File: config.mk
export PLATFORM = sky130hd
export DESIGN_NAME = kbst_cell
export DESIGN_NICKNAME = d
export VERILOG_FILES = /design/src/rtl/kbst_pkg.sv /design/src/rtl/kbst_cell.sv
export SDC_FILE = /design/constraint.sdc
export NUM_CORES = 1
export LEC_CHECK = 0
export BUFFER_PORTS_ARGS = -buffer_cell sky130_fd_sc_hd__buf_2
export CAP_MARGIN = 10
export CORE_MARGIN = 3
export CORE_UTILIZATION = 54
export CTS_CLUSTER_SIZE = 25
export DETAILED_ROUTE_END_ITERATION = 7
export PLACE_DENSITY = 0.93
export SLEW_MARGIN = 20
export SYNTH_ARGS = -nofsm -noshare
export SYNTH_HDL_FRONTEND = slang
export SYNTH_SLANG_ARGS = --single-unit
File: constraint.sdc
create_clock -name clk_i -period 5.2 [get_ports clk_i]
set_input_delay 1.04 -clock clk_i [delete_from_list [all_inputs] [get_ports clk_i]]
set_output_delay 1.04 -clock clk_i [all_outputs]
set_load 0.02 [all_outputs]
File: src/rtl/kbst_pkg.sv
package kbst_pkg;

  localparam int unsigned SlotsDefault     = 64;
  localparam int unsigned CountBitsDefault = 16;
  localparam int unsigned KeyW             = 64;
  localparam int unsigned SlotW            = 6;

  typedef enum logic [2:0] {
    CMD_ACQUIRE  = 3'd0,
    CMD_RELEASE  = 3'd1,
    CMD_DIRTY    = 3'd2,
    CMD_WB_ONE   = 3'd3,
    CMD_RELOAD   = 3'd4,
    CMD_WB_ALL   = 3'd5,
    CMD_RELD_ALL = 3'd6,
    CMD_QUERY    = 3'd7
  } cmd_e;

  localparam logic [1:0] StOk      = 2'd0;
  localparam logic [1:0] StFull    = 2'd1;
  localparam logic [1:0] StInvalid = 2'd2;

  localparam logic [1:0] IoNone  = 2'd0;
  localparam logic [1:0] IoRead  = 2'd1;
  localparam logic [1:0] IoWrite = 2'd2;

  // token handed along the row of cells
  typedef struct packed {
    logic             act;     // a command is passing this cell
    logic [2:0]       cmd;
    logic [KeyW-1:0]  key;
    logic [SlotW-1:0] slot;
    logic             wb_en;
    logic             found;   // acquire already hit upstream
    logic             free_ok; // an earlier free slot exists
    logic [SlotW-1:0] free_idx;
  } tok_t;

  // per-cell report to the controller
  typedef struct packed {
    logic             emit;
    logic [1:0]       status;
    logic [SlotW-1:0] slot;
    logic [KeyW-1:0]  key;
    logic [1:0]       io_op;
    logic             hit;     // acquire hit here
    logic             free;    // cell is free for a claim
  } rep_t;

endpackage

File: src/rtl/kbst_cell.sv
module kbst_cell #(
  parameter int unsigned CountBits = kbst_pkg::CountBitsDefault,
  parameter int unsigned Index     = 0
) (
  input  logic           clk_i,
  input  logic           rst_ni,
  input  kbst_pkg::tok_t tok_i,
  input  logic           claim_i,   // final pass: store key here
  input  logic [kbst_pkg::KeyW-1:0] claim_key_i,
  output kbst_pkg::tok_t tok_o,
  output kbst_pkg::rep_t rep_o
);

  localparam logic [kbst_pkg::SlotW-1:0] Idx = kbst_pkg::SlotW'(Index);

  logic [kbst_pkg::KeyW-1:0] key_q, key_d;
  logic                      vld_q, vld_d;
  logic [CountBits-1:0]      cnt_q, cnt_d;
  logic                      drt_q, drt_d;
  kbst_pkg::tok_t            tok_q, tok_d;

  logic here, hit, free;

  always_comb begin
    key_d = key_q;
    vld_d = vld_q;
    cnt_d = cnt_q;
    drt_d = drt_q;
    // token stays put once it has passed, so a paused row keeps it
    tok_d = tok_i.act ? tok_i : tok_q;
    rep_o = '0;
    rep_o.slot = Idx;
    here = tok_i.act && (tok_i.slot == Idx);
    hit  = vld_q && (key_q == tok_i.key);
    free = (cnt_q == '0) && !drt_q;
    rep_o.free = free;
    if (claim_i) begin
      key_d = claim_key_i;
      vld_d = 1'b1;
      cnt_d = CountBits'(1);
      drt_d = 1'b0;
    end else if (tok_i.act) begin
      case (tok_i.cmd)
        kbst_pkg::CMD_ACQUIRE: begin
          if (!tok_i.found) begin
            if (hit) begin
              if (cnt_q != '1) cnt_d = cnt_q + CountBits'(1);
              tok_d.found = 1'b1;
              rep_o.hit   = 1'b1;
            end else if (free && !tok_i.free_ok) begin
              tok_d.free_ok  = 1'b1;
              tok_d.free_idx = Idx;
            end
          end
        end
        kbst_pkg::CMD_WB_ALL, kbst_pkg::CMD_RELD_ALL: begin
          if (vld_q && drt_q &&
              (tok_i.wb_en || tok_i.cmd == kbst_pkg::CMD_RELD_ALL)) begin
            drt_d       = 1'b0;
            rep_o.emit  = 1'b1;
            rep_o.key   = key_q;
            rep_o.io_op = (tok_i.cmd == kbst_pkg::CMD_WB_ALL) ?
                          kbst_pkg::IoWrite : kbst_pkg::IoRead;
          end
        end
        default: begin
          if (here) begin
            rep_o.emit = 1'b1;
            if (!vld_q) begin
              rep_o.status = kbst_pkg::StInvalid;
            end else begin
              rep_o.key = key_q;
              case (tok_i.cmd)
                kbst_pkg::CMD_RELEASE: if (cnt_q != '0) cnt_d = cnt_q - CountBits'(1);
                kbst_pkg::CMD_DIRTY:   drt_d = 1'b1;
                kbst_pkg::CMD_WB_ONE: if (tok_i.wb_en) begin
                  drt_d       = 1'b0;
                  rep_o.io_op = kbst_pkg::IoWrite;
                end
                kbst_pkg::CMD_RELOAD: begin
                  drt_d       = 1'b0;
                  rep_o.io_op = kbst_pkg::IoRead;
                end
                default: ;
              endcase
            end
          end
        end
      endcase
    end
  end

  always_ff @(posedge clk_i or negedge rst_ni) begin
    if (!rst_ni) begin
      key_q <= '0;
      vld_q <= 1'b0;
      cnt_q <= '0;
      drt_q <= 1'b0;
      tok_q <= '0;
    end else begin
      key_q <= key_d;
      vld_q <= vld_d;
      cnt_q <= cnt_d;
      drt_q <= drt_d;
      tok_q <= tok_d;
    end
  end

  assign tok_o = tok_q;

endmodule
==> flow_summary.yaml, run 1 <==
place:
  gp_routability_congestion: 0.865
  dp.cells: 1190
  dp_hpwl_mm: 17.6
  place_ws_ns: 0.676
  port-buffer-count: 302
critical_path:
  critPathKind: "primary input to primary output"
  worstPathMaxFanout: 46
  r2r_end: "cnt_q[15]"
  crit_chain: "buf_2, or4_1, nor4_4, nand2_1, a21oi_4, buf_12, and2_1, buf_2"
  r2r_setup_slack_ns: 2.12
  reg2reg_depth: 8
  cpMostUsedCell: "buf_2"
  max_stage_delay_ns: 0.56
  critical-path-top-delay-family: "simple AND/OR/NAND/NOR gates"
  r2r_start: "key_q[51]"
  critPathRequiredTime_ns: 4.16
  endpoint_kind: "primary output"
  crit_path_start_kind: "primary input"
  path_buf_inv: 3
  slowest_stage: "or4_1"
  cp.arrival_ns: 3.41
route:
  vias: 6821
  wl_mm: 23.9
  drtPass1Iterations: 6
  drt_iter0_markers: 302
  remaining_drc_errors: 0
  via_per_inst: 5.58
  wire_per_inst_um: 19.5
  ant_nets: 0
timing:
  fmax_mhz: 225
  hold_viol: 0
  worst_slew_pin_slew_ns: 1.09
  drv_slew: 0
  relSlewSlack: 0.275
  finalSetupViolCount: 0
  finalCriticalPeriod_ns: 4.45
  setup_tns_ns: 0
  finClkSkew_ns: 0.00766
  whs_ns: 0.472
  setup_ws_ns: 0.748
  rsz0062_at_grt: "false"
  min_period_over_period: 0.856
cts:
  cts.sinks: 165
  cts_buffers: 17
  worstSkewPairLatency_ns: 0.42
  cts_tree: "built"
  clkTransAtPathRegs_ns: 0.06
  cts-root-buf: "clkbuf_16"
  holdBufCountCts: 0
  post_cts_buffers: 0
  cts_resized: 0
  clk_path_buf_depth: 2
  h-tree-depth: 4
layout:
  nets: 1191
  drive_gt1_frac: 0.454
  layout_common_cells: "299 x buf_2, 165 x dfrtp_1, 126 x mux2_2, 64 x and2_1, 42 x xor2_1"
  fillers: 992
  multi_input_area_mm2: 0.00405
  diodes: 0
  final_common_cell: "buf_2"
  final_cells: 1222
  seq_area_mm2: 0.00413
  syn2layout_area_growth_pct: 27.6
logic_synthesis:
  ys_seq_area_frac: 0.491
  ys.flop_type: "dfrtp_1"
  synth.avg_cell_area_um2: 11.5
  syn_inst: 732
  synth_cell_type_count: 54
  yosysWarnings: 0
  netlist_area_mm2: 0.00841
  ys_ff_latch: 165
  async_flop_share: 1.00
  synth_edf_count: 0
power_and_ir_drop:
  vdd_drop_max_v: 0.000273
  p_leak_nw: 5.33
  p_total_mw: 3.56
  power.density_mw_per_mm2: 332
grt:
  antenna_found_initial: 0
  grt_pass1_vias: 6921
  grt_start_max_net_pins: 103
  grt_usage: 0.276
  grt.overflow.total: 0
  grt_pass1_wl_mm: 36.3
floorplanning:
  die_area_mm2: 0.0171
  io_pins: 310
  die_x_um: 131
  rows: 44
  start_util: 0.566
  dieHeight_um: 131
  fp.coreArea_mm2: 0.0149
min_path:
  hp-start: "tok_o[82]"
  min_delay_path_depth: 1
  holdPathEnd: "tok_o[82]"
  hp-class: "register to register"
run_status:
  outcome: "finished, final reports clean"
job:
  drv_cap: 0
## power by group
part	switching (mW)	total (mW)	internal [mW]
registers	0.0901	1.49	1.40
logic	0.366	0.651	0.285
clock network	0.510	1.42	0.905
total	0.966	3.56	2.59
## layer usage
layer / vias to the layer above / part of all wire / GRT usage
met4: 0 / 0.033 / 0.109
met5: - / 0 / 0
met1: 3324 / 0.38 / 0.330
met3: 56 / 0.075 / 0.0764
li1: 3130 / - / -
met2: 311 / 0.51 / 0.475
## logic make-up after synthesis
family,count (synthesis),share of synthesized area
other,1,0.000446
AOI/OAI and AO/OA,83,0.0649
muxes,143,0.189
and+or+nand+nor,206,0.140
DFF,165,0.491
adders and majority gates,16,0.0247
xor gates and xnor gates,56,0.0583
buffers and inverters,62,0.0314
## worst register-to-register path, stage by stage (launching register included)
cell	delay [ns]
dfrtp_1	0.45
xnor2_1	0.28
nand2_1	0.14
nor4_1	0.57
nand4b_1	0.35
nor3_4	0.28
o21ai_4	0.22
or4_1	0.55
a21oi_1	0.17
## flip-flops by register name, indices dropped and copies added, names as in the netlist
signal and flops:
key_q 64, cnt_q 16, tok_o 83, vld_q 1, drt_q 1
## metrics by stage
| stage | utilization | instance area [um^2] |
|---|---|---|
| after floorplan | - | 8430 |
| after global placement | 0.677 | 10100 |
| after detailed placement | 0.677 | 10100 |
| after CTS | 0.722 | 10700 |
| after global routing | 0.722 | 10700 |
| final | 0.722 | 10700 |
## area by class of cell
class / instances / share of cell area
Sequential cell: 165 / 0.385
Tap cell: 184 / 0.0215
Clock buffer: 21 / 0.0410
Inverter: 23 / 0.00805
Timing Repair Buffer: 307 / 0.147
Multi-Input combinational cell: 511 / 0.377
Clock inverter: 11 / 0.0208
## cells in the mapped netlist (2+ instances only)
| cell type | n | area share |
|---|---|---|
| o221ai_1 | 3 | 0.0031 |
| a31oi_1 | 5 | 0.0037 |
| a21o_1 | 5 | 0.0045 |
| or3_1 | 2 | 0.0015 |
| nor3_1 | 7 | 0.0042 |
| nand2_1 | 29 | 0.013 |
| a21oi_1 | 21 | 0.013 |
| xnor2_1 | 14 | 0.015 |
| xor2_1 | 42 | 0.044 |
| nand4_1 | 7 | 0.0052 |
| a211oi_1 | 2 | 0.0018 |
| and2_1 | 64 | 0.048 |
| a22o_1 | 6 | 0.0063 |
| inv_1 | 22 | 0.0098 |
| mux2i_1 | 17 | 0.020 |
| or2_2 | 2 | 0.0015 |
| nand2b_1 | 25 | 0.019 |
| nor2_1 | 29 | 0.013 |
| or4_1 | 5 | 0.0045 |
| mux2_2 | 126 | 0.17 |
| nor4_1 | 18 | 0.013 |
| clkbuf_1 | 26 | 0.012 |
| ha_1 | 15 | 0.022 |
| nand3_1 | 5 | 0.0030 |
| o2111ai_1 | 8 | 0.0083 |
| buf_4 | 8 | 0.0071 |
| nor2b_1 | 3 | 0.0022 |
| dfrtp_1 | 165 | 0.49 |
| buf_1 | 4 | 0.0018 |
| o21ai_0 | 23 | 0.014 |
## worst max path at each step
stage | start | cells past startpoint | to | slack, ns
finish | tok_i[12] | 8 | rep_o[36] | 0.75
floorplan | tok_i[81] | 12 | cnt_q[15] | 1.14
detailed placement | tok_i[80] | 12 | cnt_q[15] | 0.68
CTS | tok_i[12] | 8 | rep_o[36] | 0.74
global route | tok_i[12] | 8 | rep_o[8] | 0.64
global placement | tok_i[80] | 12 | cnt_q[15] | 0.74
(Power assumes the default switching activity.)
==> inputs of run 2 (changes only) <==
- CELL_PAD_IN_SITES_DETAIL_PLACEMENT: not set -> 0
- CELL_PAD_IN_SITES_GLOBAL_PLACEMENT: not set -> 1
- CORE_UTILIZATION: 54 -> 41
==> run 2 against run 1 <==
  * Fmax up 5.3%
  * Power down 3.8%
  * Design area up 0.50%
  * Routed wire length up 0.88%
  * Sequential cell count unchanged
  * Register-to-register slack worse by 0.05 ns
  * Critical path type unchanged
==> flow_summary.yaml, run 2 (synthesized netlist as in run 1, its figures left out) <==
run_status:
  outcome: "finished, final reports clean"
place:
  dp.cells: 1272
  dp_hpwl_mm: 17.9
  dpl_cell_area_mm2: 0.0102
  place_ws_ns: 0.702
  port-buffer-count: 302
  gp_routability_congestion: 0.853
critical_path:
  endpoint_kind: "primary output"
  slowest_stage: "or4_1"
  critPathKind: "primary input to primary output"
  crit_path_start_kind: "primary input"
  r2r_setup_slack_ns: 2.07
  crit_chain: "buf_2, or4_1, nor4_4, nand2_1, a21oi_4, buf_12, and2_1, buf_2"
  max_stage_delay_ns: 0.57
  r2r_start: "key_q[51]"
  cp.arrival_ns: 3.19
  cpMostUsedCell: "buf_2"
  critPathRequiredTime_ns: 4.16
  cp-startpoint: "tok_i[12]"
  worstPathMaxFanout: 64
layout:
  diodes: 0
  drive_gt1_frac: 0.456
  layout_common_cells: "299 x buf_2, 165 x dfrtp_1, 126 x mux2_2, 64 x and2_1, 42 x xor2_1"
  multi_input_area_mm2: 0.00405
  seq_area_mm2: 0.00413
  finish.utilization: 0.545
  fillers: 1759
  fin_area_mm2: 0.0108
  final_common_cell: "buf_2"
  syn2layout_area_growth_pct: 28.3
  nets: 1192
  largest_register_ffs: 83
  final_cells: 1304
floorplanning:
  start_util: 0.425
  rows: 51
  fp.coreArea_mm2: 0.0198
  io_pins: 310
  die_x_um: 149
  dieHeight_um: 149
  die_area_mm2: 0.0223
route:
  vias: 6658
  drtPass1Iterations: 5
  drt_iter0_markers: 304
  wl_mm: 24.1
  via_per_inst: 5.11
  ant_nets: 0
  wire_per_inst_um: 18.5
  remaining_drc_errors: 0
cts:
  cts_resized: 0
  holdBufCountCts: 0
  clkTransAtPathRegs_ns: 0.07
  clk_path_buf_depth: 2
  cts.sinks: 165
  h-tree-depth: 4
  cts-root-buf: "clkbuf_16"
  worstSkewPairLatency_ns: 0.44
  post_cts_buffers: 0
  cts_buffers: 17
  cts_tree: "built"
grt:
  grt_usage: 0.215
  grt_pass1_vias: 6873
  grt_pass1_wl_mm: 37.5
  antenna_found_initial: 1
  grt_start_max_net_pins: 85
  grt.overflow.total: 0
timing:
  drv_slew: 0
  setup_tns_ns: 0
  finalCriticalPeriod_ns: 4.23
  min_period_over_period: 0.813
  rsz0062_at_grt: "false"
  fmax_mhz: 237
  finalSetupViolCount: 0
  finClkSkew_ns: 0.0214
  setup_ws_ns: 0.974
  worst_slew_pin_slew_ns: 0.788
  whs_ns: 0.468
  relSlewSlack: 0.475
  hold_viol: 0
power_and_ir_drop:
  power.density_mw_per_mm2: 317
  p_total_mw: 3.42
  p_leak_nw: 5.31
  vdd_drop_max_v: 0.000217
job:
  drv_cap: 0
min_path:
  hp-class: "register to register"
  hp-start: "tok_o[82]"
==> run 2: cell count changes in the layout (fill, tap and decap cells not counted) <==
cell / delta
inv_8: +4
inv_6: +2
clkinv_4: -2
clkbuf_1: -2
bufinv_16: -4
buf_12: +1
clkinvlp_4: +2
==> run 2: power breakdown <==
| group | total [mW] | internal [mW] | switching (mW) |
|---|---|---|---|
| sequential | 1.48 | 1.40 | 0.0829 |
| clock | 1.29 | 0.726 | 0.566 |
| combinational | 0.648 | 0.286 | 0.362 |
| total | 3.42 | 2.41 | 1.01 |
==> run 2: final timing paths <==
| kind | cells past startpoint | to |
|---|---|---|
| worst max-delay path | 8 | rep_o[34] |
| worst min-delay path | 1 | tok_o[82] |
| worst max register to register | 8 | cnt_q[15] |
| worst min register to register | 1 | tok_o[82] |
| max in group asynchronous | 2 | key_q[57] |
| min in group asynchronous | 1 | tok_o[3] |
==> run 2: cell type report <==
cell class              instances  area share
inverters                      23     0.00801
repair buffers                308       0.148
flip-flops and latches        165       0.383
well taps                     265      0.0307
clock inverters                13      0.0151
multi-input cells             511       0.375
clock buffers                  19      0.0401
==> run 2: worst max-delay path: cells and delay by family <==
family                 cells  cell delay [ns]
AO/OA/AOI/OAI              1             0.17
AND/OR/NAND/NOR            4             1.37
buffers and inverters      3             0.50
==> run 2: per-layer routing <==
| layer | up-vias | wire (um) | global-route usage |
|---|---|---|---|
| met5 | - | 13 | 0 |
| met4 | 2 | 373 | 0.0558 |
| met3 | 23 | 1760 | 0.0620 |
| met2 | 242 | 11600 | 0.355 |
| met1 | 3248 | 10300 | 0.280 |
| li1 | 3143 | - | - |
==> inputs of run 3 (changes only) <==
- CORE_UTILIZATION: 41 -> 34
- PLACE_DENSITY: 0.93 -> 0.83
- clock period: 5.2 -> 3.7 ns (I/O delays scaled with it)
==> run 3 against run 2 <==
  * Hold slack worse by 0.19 ns
  * Die area up 20%
  * Register-to-register slack got worse by 1.2 ns
  * Routed wire length increased by 2.6%
  * Non-clock buffer count increased by 25
  * Setup slack lost 0.71 ns
  * Cell count up 6.1%
  * Clock skew shrank 0.0012 ns
  * First-iteration DRC count grew 8.9%
  * Power increased by 43%
  * Largest power group unchanged
  * Critical path depth rose by 2
  * Clock-buffer cell count fell by 1
==> flow_summary.yaml, run 3 (synthesized netlist as in run 1, its figures left out) <==
power_and_ir_drop:
  power.share.combinational: 0.194
  p_sw_mw: 1.50
  switching_share: 0.306
  p_leak_nw: 5.45
  intPower_mw: 3.39
  power_frac_clock: 0.381
  vdd_drop_max_v: 0.000256
  pwr-share-seq: 0.426
  power.density_mw_per_mm2: 440
critical_path:
  cp.arrival_ns: 2.70
  endpoint_kind: "primary output"
  critPathRequiredTime_ns: 2.96
  worstPathMaxFanout: 40
  critPathKind: "primary input to primary output"
  crit_path_start_kind: "primary input"
cts:
  holdBufCountCts: 0
  cts_tree: "built"
  cts-root-buf: "clkbuf_16"
  cts_buffers: 17
  cts.sinks: 165
  cts_resized: 0
  clk_path_buf_depth: 2
  worstSkewPairLatency_ns: 0.43
  post_cts_buffers: 0
  h-tree-depth: 4
  clkTransAtPathRegs_ns: 0.07
grt:
  grt_usage: 0.183
  grt_pass1_wl_mm: 37.9
  grt.overflow.total: 0
  grt_pass1_vias: 6820
  antenna_found_initial: 0
  grt_start_max_net_pins: 68
timing:
  rsz0062_at_grt: "false"
  finalCriticalPeriod_ns: 3.44
  relSlewSlack: 0.428
  whs_ns: 0.281
  fmax_mhz: 291
  drv_slew: 0
  min_period_over_period: 0.929
  setup_tns_ns: 0
  hold_viol: 0
  finClkSkew_ns: 0.0203
  finalSetupViolCount: 0
  worst_slew_pin_slew_ns: 0.858
floorplanning:
  die_x_um: 163
  fp.coreArea_mm2: 0.0239
  die_area_mm2: 0.0266
  io_pins: 310
  rows: 56
  start_util: 0.352
  dieHeight_um: 163
layout:
  fin_area_mm2: 0.0111
  final_cells: 1384
  syn2layout_area_growth_pct: 32.0
  final_common_cell: "buf_2"
  layout_common_cells: "299 x buf_2, 165 x dfrtp_1, 126 x mux2_2, 64 x and2_1, 42 x xor2_1"
  nets: 1217
  drive_gt1_frac: 0.472
  finish.utilization: 0.464
  largest_register_ffs: 83
route:
  vias: 6722
  wl_mm: 24.7
  wire_per_inst_um: 17.8
  via_per_inst: 4.86
  remaining_drc_errors: 0
  ant_nets: 0
  drtPass1Iterations: 4
  drt_iter0_markers: 331
min_path:
  hp-class: "primary input to asynchronous set/reset pin"
place:
  dp.cells: 1351
  dpl_cell_area_mm2: 0.0105
  gp_routability_congestion: 0.813
  dp_hpwl_mm: 18.6
  port-buffer-count: 302
run_status:
  outcome: "finished, final reports clean"
job:
  drv_cap: 0
==> run 3: area by class of cell <==
| class | count | area, um^2 |
|---|---|---|
| antenna | 1 | 2.50 |
| clock buffer | 18 | 439 |
| multi-input combinational | 511 | 4050 |
| clock inverter | 14 | 183 |
| inverter | 23 | 86.3 |
| fill | 2283 | 12800 |
| sequential | 165 | 4130 |
| timing repair buffer | 333 | 1810 |
| tap | 319 | 399 |
==> run 3: power groups by stage <==
| stage | sequential [mW] | clock [mW] | combinational [mW] |
|---|---|---|---|
| floorplan | 2.20 | 0 | 0.459 |
| global placement | 2.11 | 0 | 0.944 |
| detailed placement | 2.11 | 0 | 0.952 |
| CTS | 2.08 | 1.91 | 0.957 |
| global route | 2.10 | 2.00 | 1.03 |
| finish | 2.08 | 1.86 | 0.946 |
==> run 3: final timing paths <==
check / from / to / slack (ns) / cells past startpoint
worst max-delay path: tok_i[80] / rep_o[61] / 0.26 / 10
worst min-delay path: rst_ni / tok_o[2] / 0.28 / 1
worst max register to register: key_q[45] / cnt_q[15] / 0.85 / 8
worst min register to register: tok_o[82] / tok_o[82] / 0.46 / 1
max in group asynchronous: rst_ni / tok_o[37] / 2.70 / 2
min in group clk_i: tok_o[82] / tok_o[82] / 0.46 / 1
==> run 3: worst max-delay path, stage by stage <==
cell and delay, ns:
buf_2 0.11, buf_4 0.17, xor2_1 0.18, a21oi_1 0.15, nor2_1 0.05, or4_1 0.47, a21oi_4 0.22, buf_12 0.22
and2_1 0.18, buf_2 0.17
==> run 3: metrics by stage <==
stage                     setup WS, ns  total power, mW
after global routing             0.136             5.13
final                            0.263             4.88
after detailed placement         0.162             3.07
after CTS                        0.253             4.95
after floorplan                 0.0539             2.66
after global placement           0.161             3.05
==> run 3: layer usage <==
metal,wire length (um),share of wire,GRT usage
met4,178,0.0072,0.0381
met3,1960,0.079,0.0520
met1,10700,0.43,0.243
met5,0,0,0
met2,11800,0.48,0.300
